<file path="src/design/hqcs_pkg.sv">
// Shared types and constants of the height quad color shader.
package hqcs_pkg;

   // Widths of the corner heights, their four-way sum and one color channel.
   localparam int HEIGHT_W  = 16;
   localparam int PAIR_W    = HEIGHT_W + 1;
   localparam int SUM_W     = HEIGHT_W + 2;
   localparam int CHANNEL_W = 8;

   // Band limits on the raw sum of the four heights (mean is sum / 4).
   localparam logic signed [SUM_W-1:0] SUM_DEEP       = -18'sd2048;
   localparam logic signed [SUM_W-1:0] SUM_RAMP       = -18'sd512;
   localparam logic signed [SUM_W-1:0] SUM_SHALLOW    = -18'sd128;
   localparam logic signed [SUM_W-1:0] SUM_BEACH      = 18'sd192;
   localparam logic signed [SUM_W-1:0] SUM_GRASS_LOW  = 18'sd1600;
   localparam logic signed [SUM_W-1:0] SUM_GRASS_HIGH = 18'sd3520;
   localparam logic signed [SUM_W-1:0] SUM_ROCK       = 18'sd4160;

   // Ramp bands divide by a constant through a scaled reciprocal. The slope
   // factor of each ramp is folded into its multiplier; with this shift the
   // rounded-up reciprocal gives the exact floor over each band's range.
   localparam int DIV_SHIFT = 28;
   localparam int RAMP_ARG_W = 11;
   localparam int RAMP_MUL_W = 26;
   localparam int RAMP_PROD_W = RAMP_ARG_W + RAMP_MUL_W;

   localparam logic [RAMP_MUL_W-1:0] MUL_BEACH =
      RAMP_MUL_W'(63 * ((2**DIV_SHIFT + 320 - 1) / 320));
   localparam logic [RAMP_MUL_W-1:0] MUL_GRASS_LOW =
      RAMP_MUL_W'(63 * ((2**DIV_SHIFT + 1408 - 1) / 1408));
   localparam logic [RAMP_MUL_W-1:0] MUL_GRASS_HIGH =
      RAMP_MUL_W'(63 * ((2**DIV_SHIFT + 1920 - 1) / 1920));
   localparam logic [RAMP_MUL_W-1:0] MUL_ROCK =
      RAMP_MUL_W'(95 * ((2**DIV_SHIFT + 640 - 1) / 640));

   // Base levels of the color formulas.
   localparam logic [CHANNEL_W-1:0] DEPTH_MAX      = 8'd144;
   localparam logic [CHANNEL_W-1:0] DEPTH_RAMP_OFS = 8'd80;
   localparam logic [CHANNEL_W-1:0] WATER_GREEN    = 8'd224;
   localparam logic [CHANNEL_W-1:0] WATER_BLUE     = 8'd255;
   localparam logic [CHANNEL_W-1:0] OFS_BEACH      = 8'd96;
   localparam logic [CHANNEL_W-1:0] OFS_GRASS_LOW  = 8'd192;
   localparam logic [CHANNEL_W-1:0] OFS_GRASS_HIGH = 8'd128;
   localparam logic [CHANNEL_W-1:0] OFS_ROCK       = 8'd96;
   localparam logic [CHANNEL_W-1:0] SNOW_RED       = 8'd192;
   localparam logic [CHANNEL_W-1:0] SNOW_GREEN     = 8'd224;
   localparam logic [4:0]           SNOW_STEP_MAX  = 5'd31;

   // Slope light limits.
   localparam logic signed [SUM_W-1:0] LIGHT_MIN = -18'sd96;
   localparam logic signed [SUM_W-1:0] LIGHT_MAX = 18'sd95;

   typedef struct packed {
      logic signed [HEIGHT_W-1:0] height_nw;
      logic signed [HEIGHT_W-1:0] height_ne;
      logic signed [HEIGHT_W-1:0] height_sw;
      logic signed [HEIGHT_W-1:0] height_se;
   } req_payload_type;

   typedef struct packed {
      logic [CHANNEL_W-1:0] red_out;
      logic [CHANNEL_W-1:0] green_out;
      logic [CHANNEL_W-1:0] blue_out;
   } rsp_payload_type;

   typedef struct packed {
      logic [CHANNEL_W-1:0] red;
      logic [CHANNEL_W-1:0] green;
      logic [CHANNEL_W-1:0] blue;
   } color_type;

endpackage

</file>
<file path="src/design/hqcs_band_color.sv">
// Height band selection and base color of one quad from its height sum.
module hqcs_band_color import hqcs_pkg::*; (
   input  logic signed [SUM_W-1:0] quad_sum,
   output color_type               base_color
);

   typedef enum logic [2:0] {
      BAND_DEEP,
      BAND_RAMP,
      BAND_SHALLOW,
      BAND_BEACH,
      BAND_GRASS_LOW,
      BAND_GRASS_HIGH,
      BAND_ROCK,
      BAND_SNOW
   } band_type;

   band_type                   band;
   logic signed [SUM_W-1:0]    neg_sum;
   logic signed [SUM_W-1:0]    ramp_diff;
   logic signed [SUM_W-1:0]    snow_diff;
   logic [RAMP_ARG_W-1:0]      mul_arg;
   logic [RAMP_MUL_W-1:0]      mul_key;
   logic [CHANNEL_W-1:0]       ramp_offset;
   logic [RAMP_PROD_W-1:0]     ramp_prod;
   logic [CHANNEL_W-1:0]       ramp_value;
   logic [RAMP_ARG_W-1:0]      shallow_triple;
   logic [CHANNEL_W-1:0]       depth;
   logic [4:0]                 snow_step;

   // Band decision on the raw sum.
   always_comb begin
      if (quad_sum < SUM_DEEP) begin
         band = BAND_DEEP;
      end else if (quad_sum < SUM_RAMP) begin
         band = BAND_RAMP;
      end else if (quad_sum < SUM_SHALLOW) begin
         band = BAND_SHALLOW;
      end else if (quad_sum < SUM_BEACH) begin
         band = BAND_BEACH;
      end else if (quad_sum < SUM_GRASS_LOW) begin
         band = BAND_GRASS_LOW;
      end else if (quad_sum < SUM_GRASS_HIGH) begin
         band = BAND_GRASS_HIGH;
      end else if (quad_sum < SUM_ROCK) begin
         band = BAND_ROCK;
      end else begin
         band = BAND_SNOW;
      end
   end

   // The four linear ramps share one constant multiplier; only the distance
   // into the band, the folded reciprocal and the offset change.
   always_comb begin
      case (band)
         BAND_BEACH: begin
            ramp_diff   = quad_sum - SUM_SHALLOW;
            mul_key     = MUL_BEACH;
            ramp_offset = OFS_BEACH;
         end
         BAND_GRASS_LOW: begin
            ramp_diff   = quad_sum - SUM_BEACH;
            mul_key     = MUL_GRASS_LOW;
            ramp_offset = OFS_GRASS_LOW;
         end
         BAND_GRASS_HIGH: begin
            ramp_diff   = quad_sum - SUM_GRASS_LOW;
            mul_key     = MUL_GRASS_HIGH;
            ramp_offset = OFS_GRASS_HIGH;
         end
         BAND_ROCK: begin
            ramp_diff   = quad_sum - SUM_GRASS_HIGH;
            mul_key     = MUL_ROCK;
            ramp_offset = OFS_ROCK;
         end
         default: begin
            ramp_diff   = '0;
            mul_key     = '0;
            ramp_offset = '0;
         end
      endcase
   end

   assign mul_arg    = ramp_diff[RAMP_ARG_W-1:0];
   assign ramp_prod  = RAMP_PROD_W'(mul_arg) * RAMP_PROD_W'(mul_key);
   assign ramp_value = ramp_prod[DIV_SHIFT +: CHANNEL_W] + ramp_offset;

   // Water depth: the ramp takes one step per 32 of sum, the shallow band
   // three steps per 16. Both only see sums below zero.
   assign neg_sum        = -quad_sum;
   assign shallow_triple = {neg_sum[9:0], 1'b0} + RAMP_ARG_W'(neg_sum[9:0]);

   always_comb begin
      case (band)
         BAND_RAMP:    depth = DEPTH_RAMP_OFS + CHANNEL_W'(neg_sum[11:5]);
         BAND_SHALLOW: depth = CHANNEL_W'(shallow_triple[10:4]);
         default:      depth = DEPTH_MAX;
      endcase
   end

   // Snow brightens by one step per 64 of sum and stops after 31 steps.
   assign snow_diff = quad_sum - SUM_ROCK;
   assign snow_step = (snow_diff[SUM_W-1:6] > 12'(SNOW_STEP_MAX)) ?
                      SNOW_STEP_MAX : snow_diff[10:6];

   always_comb begin
      case (band)
         BAND_DEEP, BAND_RAMP, BAND_SHALLOW: begin
            base_color.red   = '0;
            base_color.green = WATER_GREEN - depth;
            base_color.blue  = WATER_BLUE - depth;
         end
         BAND_BEACH: begin
            base_color.red   = ramp_value;
            base_color.green = ramp_value;
            base_color.blue  = '0;
         end
         BAND_GRASS_LOW, BAND_GRASS_HIGH: begin
            base_color.red   = '0;
            base_color.green = ramp_value;
            base_color.blue  = '0;
         end
         BAND_ROCK: begin
            base_color.red   = ramp_value;
            base_color.green = '0;
            base_color.blue  = '0;
         end
         default: begin
            base_color.red   = SNOW_RED + CHANNEL_W'(snow_step);
            base_color.green = SNOW_GREEN + CHANNEL_W'(snow_step);
            base_color.blue  = SNOW_GREEN + CHANNEL_W'(snow_step);
         end
      endcase
   end

endmodule

</file>
<file path="src/design/height_quad_color_shader_top.sv">
// Top level of the height quad color shader: handshake, slope light, result register.
//
//   Channel   Ports             Direction   Contents
//   request   req_valid/stall   in          four corner heights of one quad
//   response  rsp_valid/stall   out         red, green and blue of that quad
//   control   csr_write_*       in          slope shading enable
//
// One quad passes through two registers: the request register holds the
// heights, and the color is computed combinationally from it into the
// response register, which takes it once it is empty or its color is being
// transferred. One quad is taken every cycle while the response side flows.
// A synchronous active-high reset empties both registers and turns slope
// shading off. A response stall holds the response register; the request
// register still takes a quad while the response register is full, so the
// request side only stalls when both registers are occupied.
module height_quad_color_shader_top import hqcs_pkg::*; (
   input  logic            clock,
   input  logic            reset,
   input  logic            req_valid,
   output logic            req_stall,
   input  req_payload_type req_payload,
   output logic            rsp_valid,
   input  logic            rsp_stall,
   output rsp_payload_type rsp_payload,
   input  logic            csr_write_enable,
   input  logic            csr_write_data
);

   logic                         stage_valid_ff;
   logic                         stage_valid_in;
   req_payload_type              stage_payload_ff;
   logic                         rsp_valid_ff;
   logic                         rsp_valid_in;
   rsp_payload_type              rsp_payload_ff;
   rsp_payload_type              rsp_payload_in;
   logic                         enable_ff;
   logic                         enable_in;
   logic                         rsp_load;

   logic signed [PAIR_W-1:0]     sum_top;
   logic signed [PAIR_W-1:0]     sum_bottom;
   logic signed [SUM_W-1:0]      quad_sum;
   logic signed [SUM_W-1:0]      slope_diff;
   logic signed [CHANNEL_W-1:0]  light;
   color_type                    base_color;

   // Adds the slope light to one channel and saturates to 0..255.
   function automatic logic [CHANNEL_W-1:0] shade_channel(
      input logic [CHANNEL_W-1:0]        base,
      input logic signed [CHANNEL_W-1:0] lift
   );
      logic signed [CHANNEL_W+1:0] total;
      total = signed'({2'b00, base}) + signed'({{2{lift[CHANNEL_W-1]}}, lift});
      if (total < 10'sd0) begin
         return '0;
      end else if (total > 10'sd255) begin
         return '1;
      end
      return total[CHANNEL_W-1:0];
   endfunction

   // The response register takes a new color when it is empty or its
   // current one is being transferred; the request register moves with it.
   assign rsp_load  = !rsp_valid_ff || !rsp_stall;
   assign req_stall = stage_valid_ff && !rsp_load;

   assign stage_valid_in = req_stall ? stage_valid_ff : req_valid;
   assign rsp_valid_in   = rsp_load ? stage_valid_ff : rsp_valid_ff;
   assign enable_in      = csr_write_enable ? csr_write_data : enable_ff;

   // Height sums. The north pair is the top edge, the south pair the bottom.
   assign sum_top    = PAIR_W'(stage_payload_ff.height_nw) +
                       PAIR_W'(stage_payload_ff.height_ne);
   assign sum_bottom = PAIR_W'(stage_payload_ff.height_sw) +
                       PAIR_W'(stage_payload_ff.height_se);
   assign quad_sum   = SUM_W'(sum_top) + SUM_W'(sum_bottom);
   assign slope_diff = SUM_W'(sum_bottom) - SUM_W'(sum_top);

   hqcs_band_color u_band_color (
      .quad_sum   (quad_sum),
      .base_color (base_color)
   );

   // The slope light is the south-minus-north difference, limited to -96..95.
   always_comb begin
      if (slope_diff < LIGHT_MIN) begin
         light = LIGHT_MIN[CHANNEL_W-1:0];
      end else if (slope_diff > LIGHT_MAX) begin
         light = LIGHT_MAX[CHANNEL_W-1:0];
      end else begin
         light = slope_diff[CHANNEL_W-1:0];
      end
   end

   always_comb begin
      if (enable_ff) begin
         rsp_payload_in.red_out   = shade_channel(base_color.red, light);
         rsp_payload_in.green_out = shade_channel(base_color.green, light);
         rsp_payload_in.blue_out  = shade_channel(base_color.blue, light);
      end else begin
         rsp_payload_in.red_out   = base_color.red;
         rsp_payload_in.green_out = base_color.green;
         rsp_payload_in.blue_out  = base_color.blue;
      end
   end

   always_ff @(posedge clock) begin
      if (reset) begin
         stage_valid_ff <= 1'b0;
         rsp_valid_ff   <= 1'b0;
         enable_ff      <= 1'b0;
      end else begin
         stage_valid_ff <= stage_valid_in;
         rsp_valid_ff   <= rsp_valid_in;
         enable_ff      <= enable_in;
      end
   end

   always_ff @(posedge clock) begin
      if (!req_stall) begin
         stage_payload_ff <= req_payload;
      end
      if (rsp_load) begin
         rsp_payload_ff <= rsp_payload_in;
      end
   end

   assign rsp_valid   = rsp_valid_ff;
   assign rsp_payload = rsp_payload_ff;

   // The request side may only stall while a quad waits in the request register.
   a_stall_needs_stage: assert property (
      @(posedge clock) disable iff (reset) req_stall |-> stage_valid_ff
   ) else $error("request stall without a quad in the request register");

   // A waiting quad moves on whenever the response register frees up.
   a_stage_advances: assert property (
      @(posedge clock) disable iff (reset)
      (stage_valid_ff && rsp_load) |=> rsp_valid_ff
   ) else $error("quad in the request register was not moved to the response");

   // A request transfer always leaves a quad in the request register.
   a_transfer_fills_stage: assert property (
      @(posedge clock) disable iff (reset)
      (req_valid && !req_stall) |=> stage_valid_ff
   ) else $error("accepted quad was lost");

   // A control write takes effect on the next cycle.
   a_csr_write: assert property (
      @(posedge clock) disable iff (reset)
      csr_write_enable |=> (enable_ff == $past(csr_write_data))
   ) else $error("slope shading enable did not follow the write");

endmodule

</file>
<file path="config.mk">
export PLATFORM = sky130hd
export DESIGN_NAME = height_quad_color_shader_top
export DESIGN_NICKNAME = d
export VERILOG_FILES = /design/src/design/hqcs_pkg.sv /design/src/design/hqcs_band_color.sv /design/src/design/height_quad_color_shader_top.sv
export SDC_FILE = /design/constraint.sdc
export NUM_CORES = 1
export LEC_CHECK = 0
export ABC_AREA = 1
export BUFFER_PORTS_ARGS = -buffer_cell sky130_fd_sc_hd__buf_2
export CAP_MARGIN = 25
export CORE_MARGIN = 2
export CORE_UTILIZATION = 60
export DETAILED_ROUTE_END_ITERATION = 16
export PLACE_DENSITY = 0.9
export RECOVER_POWER = 25
export SLEW_MARGIN = 15
export SYNTH_ARGS = -nofsm -noshare
export SYNTH_HDL_FRONTEND = slang
export SYNTH_SLANG_ARGS = --single-unit
</file>
<file path="constraint.sdc">
create_clock -name clock -period 17.68 [get_ports clock]
set_input_delay 0 -clock clock [delete_from_list [all_inputs] [get_ports clock]]
set_output_delay 0 -clock clock [all_outputs]
set_load 0.01 [all_outputs]
</file>
Yosys cells after proc, flatten, opt, wreduce, memory -nomap -nowiden
Index checks and enable logic that the tools add are counted.

Muxes and demuxes: 34. $lt $le $gt $ge: 16. Div/mod/pow operators: 0. Reductions and logical operators: 9. $add $sub $neg: 20. $mul: 1. Shift operators: 0. Equality and inequality tests: 6. Bitwise logic cells: 0.

Operators with widths (count): $pmux 26 s4 (1); $pmux 24 s4 (1); $mux 8 (11); $pmux 11 s4 (1); $lt 18x12->1 const B (2); $lt 18x8->1 const B (2); $mul 11x26->36 (1); $add 16x16->17 (2); $add 9x8->10 (3); $gt 10x9->1 const B (3); $lt 10x1->1 const B (3); $mux 24 (1); $pmux 8 s3 (1); $add 17x17->18 (1); $gt 18x8->1 const B (1); $lt 18x10->1 const B (1); $lt 18x13->1 const B (1); $lt 18x14->1 const B (1); $lt 18x9->1 const B (1); $mux 3 (6); $sub 17x17->18 (1); $sub 18x14->18 const B (1); $pmux 8 s2 (1); $sub 8x8->8 const A (2); other kinds (22) (37).

Bits in registers: 91. Memory bits (writable): 0. Bits in read-only memories: 0. Word-level logic and storage cells: 96. Memories: 0. Bits of input ports: 70. Latch bits: 0.

Depth between registers and ports, before layout
Gate-level depths: netlist of the first run.

Depth after elaboration: 22. Gate-level depth with buffers: 90. Mapped depth without buffers: 88.

Hierarchy
From an unflattened synthesis of the first run, not the netlist that was laid out.

Cells, all modules: 2249. Area total of the unflattened synthesis: 17177.7 µm².

By module, submodules not included: hqcs_band_color (cells an instance 1224, area an instance 9064.9 µm², instances 1, sequential area each 0.0 µm²); height_quad_color_shader_top (cells an instance 1025, area an instance 8112.8 µm², instances 1, sequential area each 2702.6 µm²).

Worst setup path before layout of the first run
No wires, ideal clock.

Path type: reg-to-reg. From: register stage_payload_ff[0] (netlist name). To: register rsp_payload_ff (netlist bit rsp_payload[18]), data pin. Path buffers: 2. Period minus slack after synthesis: 12.659 ns. Stages on the path, launching flop included: 82. Path slack: 5.021 ns. Arrival: 12.398 ns. Cell sequence: edfxtp_1 > ha_1 > inv_1 > fa_1 > nand3b_1 > and2_1 > o21ai_0 > a21o_1 > a21oi_1 > o21bai_1 > nand2_1 > nand2_1 > a21oi_1 > o21ai_0 > nand3_1 > nand2_1 > a2111oi_0 > a21oi_1 > (+46 left out) > fa_1 > xnor2_1 > xor2_1 > inv_1 > nand2_1 > nand2_1 > inv_2 > nand3_2 > nand3_1 > nand2_2 > ha_1 > o21ai_0 > inv_1 > o21ai_0 > nand2_1 > a21oi_1 > o21ai_0 > a21boi_1.

RTL lines: start, declared (line height_quad_color_shader_top.sv:31) `req_payload_type stage_payload_ff;`; start signal, assigned (line height_quad_color_shader_top.sv:121) `stage_payload_ff <= req_payload;`; end signal, assigned (line height_quad_color_shader_top.sv:124) `rsp_payload_ff <= rsp_payload_in;`; end, declared (line height_quad_color_shader_top.sv:34) `rsp_payload_type rsp_payload_ff;`.

==> summary.txt, run 1 <==
Drt
  • Initial DRC Count: approximately 1500
  • Vias per inst: about 5.7
  • Drt pass-1 iters: 6
  • DR vias: about 15000
  • DRC: 0
  • Final wirelength: about 50 mm
  • Post-route ant nets: 0
  • Wirelength per Cell: ~19 um

Timing
  • Fmax: around 0.066 GHz
  • Final setup fails: 0
  • Relative slew slack: 0.338
  • Sum Neg Setup Slack: 0 ns
  • Final period utilization: 0.851
  • Final hold vios: 0
  • Final Max Slew Viols: 0
  • Worst Max-Slew Pin Slew: slightly below 1 ns
  • Final Skew: ~0.016 ns
  • RSZ-0062 raised after global routing: no
  • Post-route minimum period: ~15 ns

Floorplanning
  • Die width: between 150 and 200 um
  • Num rows: 60
  • Ports: 96
  • Die height: 170 um
  • Initial Utilization: 0.611
  • Core footprint: between 20000 and 30000 um2
  • Die ar.: between 20000 and 30000 um2

Final layout
  • FF/Latch Area: between 2000 and 3000 um2
  • # diodes: 0
  • Share of layout cells above drive strength 1: 0.0859
  • Fill count: around 2200
  • Final net count: 2740
  • Multi-input logic area: 11900 um2
  • Syn-to-layout area delta: 10.9%

Status
  • Status: completed

Worst setup path
  • Crit Path Max Fanout: 14
  • Critical path launch point: stage_payload_ff[2]
  • WP buf/inv: 11
  • Reg-to-Reg Start: stage_payload_ff[2]
  • Most common cell on crit path: nand2_1
  • Crit Path Category: reg2reg
  • CP endpoint kind: register
  • Slowest-stage cell, CP: fa_1
  • CP startpoint kind: register
  • Critical Path RT: approximately 18 ns
  • Largest stage delay on the critical path: around 0.6 ns
  • CP arrival: around 15 ns
  • CP top delay family: adder cells

Clock tree
  • Reg clk slew, reported paths: around 0.07 ns
  • Post-cts resize count: 0
  • Clk buf depth: 2
  • H-tree depth: 3
  • Clock Root Buffer: clkbuf_16
  • Clk sinks: between 90 and 100
  • Clk_lat worst skew: roughly 0.37 ns
  • CTS tree: yes
  • Total CTS buffers: 9

Placement
  • IO buf count: 95
  • GP Congestion: between 1 and 1.5
  • Dpl hpwl: slightly below 40 mm

Global route
  • Largest net degree at the start of global routing: 66
  • Total global routing overflow: 0
  • Vias in the first global route: 15100
  • Initial antenna violation count: 0
  • First-pass GRT wire length: between 70 and 80 mm
  • Gr usage total: 0.351

Yosys
  • Syn. warnings: 0
  • Most used DFF post-synth: edfxtp_1
  • Post-synth EDFFs: 88
  • Mean Syn Cell Area: ~8 um2
  • Leading post-synthesis cells by cell area: fa_1 (20%), ha_1 (17%), edfxtp_1 (16%)
  • Yosys cell types: 58
  • Seq/Total Area, Yosys: 0.164
  • Mapped Area: around 17000 um2
  • Cell count after synthesis: 2122
  • Largest area contributor in the netlist: fa_1
  • Share of the synthesized area in the top cell type: 0.201
  • Post-synth ARST share: 0
  • Synth Register Bits: slightly above 90

Min path
  • Critical hold path startpoint: rsp_stall
  • Hold WC Path Type: in2reg

Flow run
  • Max-cap viol count: 0
[final timing paths]
kind / to / slack [ns] / cells past startpoint
worst max-delay path: rsp_payload[18] / 2.63 / 80
worst min-delay path: rsp_valid / 0.18 / 3
worst max register to register: rsp_payload[18] / 2.63 / 80
worst min register to register: rsp_valid / 0.47 / 2
[registers in the layout, summed over array words and instances (netlist names)]
| signal | flops |
|---|---|
| stage_payload_ff | 64 |
| rsp_valid | 1 |
| rsp_payload | 24 |
| stage_valid_ff | 1 |
| enable_ff | 1 |
[per-stage QoR]
| stage | hold WS (ns) | setup slack (ns) | area [um2] | cells | utilization |
|---|---|---|---|---|---|
| CTS | 0.337 | 3.22 | 18300 | 2621 | 0.677 |
| global placement | 0.176 | 3.52 | 17300 | 2537 | 0.641 |
| finish | 0.177 | 2.63 | 18300 | 2622 | 0.677 |
| detailed placement | 0.178 | 3.27 | 17300 | 2537 | 0.641 |
| floorplan | 0.0691 | 5.02 | 16500 | 2124 | - |
| global route | 0.207 | 1.68 | 18300 | 2622 | 0.677 |
[cells in the mapped netlist (4+ instances only)]
master       n
nor2_1     184
inv_2       19
nand2_4      6
xor2_1      63
edfxtp_1    88
clkbuf_1     8
or2_2        6
o21ai_0     64
o21bai_1    13
fa_1       166
nor3_1      19
nor2_2       9
and2_1       4
nand4_1     13
buf_2       13
xnor2_1     23
clkinv_1     5
a21o_1       4
o31ai_1      4
inv_1      456
a21oi_1    145
nand2_2     22
nand3b_1     8
o21ai_1     10
a31oi_1      6
o21ai_2      4
nand3_1     87
ha_1       228
a2111oi_0    4
nand3_2      5
nor4_1       7
nand2_1    388
[worst reg2reg max path, delay by kind of cell (launching register included)]
kind / cells / cell delay [ns]
flip-flops: 1 / 0.38
adder cells (fa/ha/maj): 12 / 5.22
AND/OR/NAND/NOR: 32 / 3.81
XOR/XNOR: 5 / 0.93
buffers and inverters: 11 / 1.07
AO/OA/AOI/OAI: 20 / 3.38
[per-layer routing]
layer  up-vias  wire length (um)  global-route usage
met4         0              2420               0.152
met1      6999             19300               0.429
li1       6996                 -                   -
met5         -                 0                   0
met3       168              3950              0.0530
met2       782             24000               0.619
[cells in the final DEF, fill, tap and decap left out, types with 4 or more instances in the layout]
cell type / count
a2111oi_0: 4
a21o_1: 4
a21oi_1: 145
a31oi_1: 6
and2_1: 4
buf_2: 91
clkbuf_1: 6
clkbuf_16: 9
clkinv_1: 5
dlygate4sd3_1: 68
edfxtp_1: 88
fa_1: 166
ha_1: 228
inv_1: 455
inv_2: 20
nand2_1: 388
nand2_2: 22
nand2_4: 6
nand3_1: 87
nand3_2: 5
nand3b_1: 8
nand4_1: 13
nor2_1: 184
nor2_2: 9
nor3_1: 19
nor4_1: 7
o21ai_0: 63
o21ai_1: 11
o21ai_2: 4
o21bai_1: 13
o31ai_1: 4
or2_2: 6
xnor2_1: 23
xor2_1: 63
[cells by family (layout without fill, tap and decap cells)]
kind of cell	count (synthesis)	in the layout	synth area share
buffers and inverters	505	662	0.117
other	1	3	0.000227
XOR/XNOR	87	87	0.0473
AO/OA/AOI/OAI	276	276	0.0946
AND/OR/NAND/NOR	768	768	0.203
flip-flops	91	91	0.164
adder cells (fa/ha/maj)	394	394	0.374
[timing repair]
item                                   in CTS  in global routing
setup buffers                               0                  0
endpoints found under the hold margin      67                  0
hold buffers                               68                  0
[area by class of cell]
class	instances	share of cell area
multi-input cells	1528	0.649
flip-flops and latches	91	0.148
inverters	480	0.0984
repair buffers	166	0.0645
well taps	341	0.0233
clock buffers	13	0.0142
clock inverters	3	0.00253
Power of run 1 is not shown: default switching activity piles up to over one toggle a cycle in this logic, so the estimate is an artifact.
==> run 2: changes to the inputs <==
Settings changed: CORE_MARGIN 2 to not set, SYNTH_HIERARCHICAL set to 1.
==> summary.txt, run 2 <==
Status
  • Status: completed (unchanged)

Flow run
  • Max-cap viol count: 0 (unchanged)

Drt
  • Vias per inst: 5.66 (was 5.70)
  • Wirelength per Cell: 18.0 um (was 18.9 um)
  • Initial DRC Count: 1463 (was 1462)
  • Drt pass-1 iters: 5 (was 6)
  • DRC: 0 (unchanged)
  • Post-route ant nets: 0 (unchanged)
  • Final wirelength: 50.1 mm (was 49.6 mm)
  • DR vias: 15800 (was 14900)

Worst setup path
  • CP startpoint kind: register (unchanged)
  • Critical Path RT: 17.80 ns (was 17.78 ns)
  • Crit Path Max Fanout: 14 (unchanged)
  • Slowest-stage cell, CP: o21ai_1 (was fa_1)
  • CP top delay family: adder cells (unchanged)
  • WP buf/inv: 15 (was 11)
  • Worst R2R Path Depth: 81 (was 80)
  • Largest stage delay on the critical path: 0.76 ns (was 0.60 ns)
  • Crit Path Category: reg2reg (unchanged)
  • CP arrival: 15.84 ns (was 15.16 ns)
  • Most common cell on crit path: nand2_1 (unchanged)
  • CP endpoint kind: register (unchanged)
  • WP depth: 81 (was 80)

Floorplanning
  • Die width: 171 um (was 170 um)
  • Core footprint: 28000 um2 (was 27000 um2)
  • Num rows: 61 (was 60)
  • Ports: 96 (unchanged)
  • Die ar.: 29300 um2 (was 28900 um2)
  • Die height: 171 um (was 170 um)
  • Initial Utilization: 0.613 (was 0.611)

Clock tree
  • Clock Root Buffer: clkbuf_16 (unchanged)
  • Reg clk slew, reported paths: 0.09 ns (was 0.07 ns)
  • Clk_lat worst skew: 0.37 ns (about the same)
  • Clk buf depth: 2 (unchanged)
  • Clk sinks: 91 (unchanged)
  • CTS tree: yes (unchanged)
  • Post-cts resize count: 0 (unchanged)
  • H-tree depth: 3 (unchanged)
  • Total CTS buffers: 9 (unchanged)

Final layout
  • Most common library cell in the layout ignoring fill and taps: nand2_1 (was inv_1)
  • Most flop-heavy register: stage_payload_ff (unchanged)
  • Max reg flops: 64 (unchanged)
  • Syn-to-layout area delta: 10.4% (was 10.9%)
  • Share of layout cells above drive strength 1: 0.0914 (was 0.0859)
  • Commonest cells after routing, fill and taps aside: nand2_1 (491), inv_1 (478), ha_1 (229) (was inv_1 (455), nand2_1 (388), ha_1 (228))
  • Final net count: 2868 (was 2740)

Yosys
  • Leading post-synthesis cells by cell area: fa_1 (19%), ha_1 (17%), edfxtp_1 (15%) (was fa_1 (20%), ha_1 (17%), edfxtp_1 (16%))
  • Syn. warnings: 6 (was 0)
  • Most used DFF post-synth: edfxtp_1 (unchanged)
  • Mean Syn Cell Area: 7.64 um2 (was 7.78 um2)
  • Post-synth EDFFs: 88 (unchanged)
  • Synth cell count leaders: nand2_1 (491), inv_1 (479), ha_1 (229) (was inv_1 (456), nand2_1 (388), ha_1 (228))
  • Largest area contributor in the netlist: fa_1 (unchanged)
  • Post-synth ARST share: 0 (unchanged)
  • Mapped Area: 17200 um2 (was 16500 um2)
  • Yosys cell types: 60 (was 58)
  • Share of the synthesized area in the top cell type: 0.193 (was 0.201)
  • Seq/Total Area, Yosys: 0.157 (was 0.164)
  • Cell count after synthesis: 2249 (was 2122)
  • Count leader, synth: nand2_1 (was inv_1)
  • Synth Register Bits: 91 (unchanged)

Timing
  • Sum Neg Setup Slack: 0 ns (unchanged)
  • Final hold vios: 0 (unchanged)
  • Worst Max-Slew Pin Slew: 0.970 ns (was 0.986 ns)
  • Final Skew: 0.0228 ns (was 0.0159 ns)
  • Fmax: 0.0636 GHz (was 0.0664 GHz)
  • Post-route minimum period: 15.72 ns (was 15.05 ns)
  • RSZ-0062 raised after global routing: no (unchanged)
  • Final Max Slew Viols: 0 (unchanged)
  • Relative slew slack: 0.349 (was 0.338)
  • Final setup fails: 0 (unchanged)
  • Final period utilization: 0.889 (was 0.851)

Min path
  • Hold WC Path Type: in2reg (unchanged)
  • Hold depth: 2 (was 3)

Global route
  • Largest net degree at the start of global routing: 66 (unchanged)
  • Gr usage total: 0.355 (was 0.351)
  • Vias in the first global route: 16000 (was 15100)
  • Total global routing overflow: 0 (unchanged)
  • First-pass GRT wire length: 80.4 mm (was 78.1 mm)
  • Initial antenna violation count: 0 (unchanged)

Placement
  • GP Congestion: 1.03 (was 1.11)
  • IO buf count: 95 (unchanged)
  • Dpl hpwl: 39.2 mm (was 38.7 mm)
## run 2: cell count changes after synthesis, moves of 9 or more
cell / before / now
nor2_1: 184 / 166
inv_1: 456 / 479
a21oi_1: 145 / 118
o21ai_1: 10 / 1
nand3_1: 87 / 123
nand2_1: 388 / 491
## run 2: routing by layer
| layer | GRT usage | up-vias | wire length (um) |
|---|---|---|---|
| met5 | 0 | - | 0 |
| met4 | 0.128 | 0 | 1910 |
| met3 | 0.0532 | 156 | 4050 |
| met2 | 0.613 | 793 | 24100 |
| met1 | 0.449 | 7465 | 20100 |
| li1 | - | 7362 | - |
## run 2: metrics by stage
| step | std cells | instance area, um2 | hold WS (ns) | worst slack, ns | utilization |
|---|---|---|---|---|---|
| 2_1_floorplan | 2251 | 17200 | 0.0691 | 5.21 | - |
| 3_3_place_gp | 2702 | 18000 | 0.176 | 2.88 | 0.642 |
| 3_5_place_dp | 2702 | 18000 | 0.178 | 2.53 | 0.642 |
| 4_1_cts | 2785 | 19000 | 0.335 | 2.50 | 0.677 |
| 5_1_grt | 2786 | 19000 | 0.189 | 1.03 | 0.677 |
| 6_report | 2787 | 19000 | 0.151 | 1.96 | 0.677 |
## run 2: path summary, 6_finish.rpt
kind | to | slack [ns] | from
hold reg to reg | rsp_valid | 0.46 | stage_valid_ff
hold / removal | rsp_payload[3] | 0.15 | rsp_stall
setup / recovery | rsp_payload[15] | 1.96 | stage_payload_ff[32]
setup reg to reg | rsp_payload[15] | 1.96 | stage_payload_ff[32]
## run 2: cells by family after synthesis
kind of cell / share of synthesized area
XOR/XNOR: 0.0403
flip-flops: 0.157
adder cells (fa/ha/maj): 0.360
buffers and inverters: 0.122
AND/OR/NAND/NOR: 0.235
other: 0.000218
AO/OA/AOI/OAI: 0.0850
## run 2: layout make-up
cell class	count	area [um2]
clock buffer	9	225
antenna	1	2.50
multi-input combinational	1627	12400
sequential	91	2700
tap	378	473
clock inverter	7	75.1
inverter	507	1910
timing repair buffer	167	1190
fill	2278	9040
## run 2: repair_timing
item	CTS	global route
hold endpoints to repair	67	0
buffers inserted	0	0
hold buffers	67	0
## run 2: worst register-to-register path, delay by kind of cell, from the launching register on
kind	cells	cell delay [ns]
XOR/XNOR	5	1.05
adder cells (fa/ha/maj)	13	5.00
flip-flops	1	0.34
buffers and inverters	15	1.26
AO/OA/AOI/OAI	12	3.43
AND/OR/NAND/NOR	36	4.42
Power of run 2 is left out for the same reason.
==> run 3: changes to the inputs <==
Clock period 17.68 ns to 20.1 ns, I/O delays scaled along.
==> summary.txt, run 3 (synthesis gave the netlist of run 2 again) <==
Worst setup path
  • CP arrival: 15.85 ns (was 15.84 ns)
  • Critical path launch point: stage_payload_ff[0] (was stage_payload_ff[32])
  • Most common cell on crit path: nand2_1 (unchanged)
  • Register-to-register setup slack: 4.38 ns (was 1.96 ns)
  • Slowest-stage cell, CP: o21ai_1 (unchanged)
  • CP endpoint: rsp_payload[18] (was rsp_payload[15])
  • Worst R2R Path Depth: 76 (was 81)
  • WP depth: 76 (was 81)
  • Crit Path Max Fanout: 14 (unchanged)
  • Reg-to-Reg Start: stage_payload_ff[0] (was stage_payload_ff[32])
  • Largest stage delay on the critical path: 0.77 ns (was 0.76 ns)
  • Crit Path Category: reg2reg (unchanged)
  • CP startpoint kind: register (unchanged)
  • CP endpoint kind: register (unchanged)
  • WP buf/inv: 12 (was 15)
  • R2r endpoint: rsp_payload[18] (was rsp_payload[15])
  • CP top delay family: adder cells (unchanged)
  • Critical Path RT: 20.22 ns (was 17.80 ns)

Global route
  • First-pass GRT wire length: 79.9 mm (was 80.4 mm)
  • Largest net degree at the start of global routing: 66 (unchanged)
  • Gr usage total: 0.353 (was 0.355)
  • Initial antenna violation count: 0 (unchanged)
  • Total global routing overflow: 0 (unchanged)
  • Vias in the first global route: 15800 (was 16000)

Final layout
  • Fill count: 2288 (was 2278)
  • Commonest cells after routing, fill and taps aside: nand2_1 (491), inv_1 (478), ha_1 (229) (unchanged)
  • Max reg flops: 64 (unchanged)
  • Most common library cell in the layout ignoring fill and taps: nand2_1 (unchanged)
  • Multi-input logic area: 12400 um2 (unchanged)
  • Most flop-heavy register: stage_payload_ff (unchanged)
  • FF/Latch Area: 2700 um2 (unchanged)
  • # diodes: 0 (was 1)
  • Final net count: 2867 (was 2868)
  • Share of layout cells above drive strength 1: 0.0885 (was 0.0914)
  • Syn-to-layout area delta: 10.3% (was 10.4%)

Drt
  • Drt pass-1 iters: 5 (unchanged)
  • Initial DRC Count: 1313 (was 1463)
  • DRC: 0 (unchanged)
  • Vias per inst: 5.65 (was 5.66)
  • Wirelength per Cell: 17.9 um (was 18.0 um)
  • Final wirelength: 49.9 mm (was 50.1 mm)
  • DR vias: 15700 (was 15800)
  • Post-route ant nets: 0 (unchanged)

Timing
  • Worst Max-Slew Pin Slew: 0.982 ns (was 0.970 ns)
  • Fmax: 0.0636 GHz (about the same)
  • Relative slew slack: 0.341 (was 0.349)
  • Final hold vios: 0 (unchanged)
  • RSZ-0062 raised after global routing: no (unchanged)
  • Final period utilization: 0.782 (was 0.889)
  • Sum Neg Setup Slack: 0 ns (unchanged)
  • Hold WS: 0.124 ns (was 0.151 ns)
  • Final Skew: 0.0238 ns (was 0.0228 ns)
  • Post-route minimum period: 15.72 ns (about the same)
  • Final setup fails: 0 (unchanged)
  • Final Max Slew Viols: 0 (unchanged)

Clock tree
  • CTS tree: yes (unchanged)
  • Post-cts resize count: 0 (unchanged)
  • Clk sinks: 91 (unchanged)
  • H-tree depth: 3 (unchanged)
  • Total CTS buffers: 9 (unchanged)
  • Clock Root Buffer: clkbuf_16 (unchanged)
  • Reg clk slew, reported paths: 0.08 ns (was 0.09 ns)
  • Clk_lat worst skew: 0.37 ns (about the same)
  • Clk buf depth: 2 (unchanged)

Floorplanning
  • Core footprint: 28000 um2 (unchanged)
  • Die width: 171 um (unchanged)
  • Die height: 171 um (unchanged)
  • Ports: 96 (unchanged)
  • Num rows: 61 (unchanged)
  • Die ar.: 29300 um2 (unchanged)
  • Initial Utilization: 0.613 (unchanged)

Placement
  • IO buf count: 95 (unchanged)
  • Dpl hpwl: 39.4 mm (was 39.2 mm)
  • GP Congestion: 1.03 (about the same)

Flow run
  • Max-cap viol count: 0 (unchanged)

Min path
  • Hold WC Path Type: in2reg (unchanged)

Status
  • Status: completed (unchanged)
[run 3: changes by cell type in the layout (fill, tap and decap cells not counted)]
cell,change
buf_4,-1
clkbuf_1,+6
diode_2,-1
buf_2,-6
[run 3: area by class of cell]
type / instances / area share
Multi-Input combinational cell: 1627 / 0.654
Sequential cell: 91 / 0.143
Inverter: 507 / 0.101
Timing Repair Buffer: 166 / 0.0621
Tap cell: 378 / 0.0250
Clock buffer: 9 / 0.0119
Clock inverter: 7 / 0.00396
[run 3: through the flow]
step / instances / util / instance area, um2 / setup slack (ns)
finish: 2785 / 0.677 / 19000 / 4.38
global route: 2785 / 0.677 / 19000 / 3.26
CTS: 2784 / 0.676 / 18900 / 4.78
detailed placement: 2701 / 0.642 / 18000 / 4.81
global placement: 2701 / 0.642 / 18000 / 5.30
floorplan: 2251 / - / 17200 / 7.63
[run 3: timing repair]
action / 4_1_cts / 5_1_grt
buffers inserted: 0 / 0
hold buffers: 67 / 0
hold endpoints to repair: 67 / 0
[run 3: routing by layer]
| layer | track usage | wire length (um) | vias up |
|---|---|---|---|
| met2 | 0.606 | 23900 | 835 |
| met3 | 0.0589 | 3940 | 147 |
| li1 | - | - | 7362 |
| met4 | 0.131 | 1890 | 0 |
| met1 | 0.446 | 20200 | 7379 |
| met5 | 0 | 0 | - |
[run 3: worst min path at each step]
stage | cells after the start | end | startpoint | slack [ns]
2_1_floorplan | 1 | rsp_valid | reset | 0.07
3_3_place_gp | 1 | stage_payload_ff[50] | req_payload[50] | 0.18
3_5_place_dp | 1 | stage_payload_ff[6] | req_payload[6] | 0.18
4_1_cts | 2 | stage_payload_ff[34] | req_payload[34] | 0.33
5_1_grt | 3 | rsp_valid | rsp_stall | 0.16
6_report | 3 | rsp_valid | rsp_stall | 0.12
[run 3: worst reg2reg max path, delay by kind of cell (launching register included)]
| family | cells | cell delay [ns] |
|---|---|---|
| adders and majority gates | 13 | 4.74 |
| and+or+nand+nor | 33 | 4.17 |
| AOI/OAI and AO/OA | 13 | 4.18 |
| DFF | 1 | 0.35 |
| buffers and inverters | 12 | 1.05 |
| xor gates and xnor gates | 5 | 1.01 |
Power of run 3 is left out for the same reason.
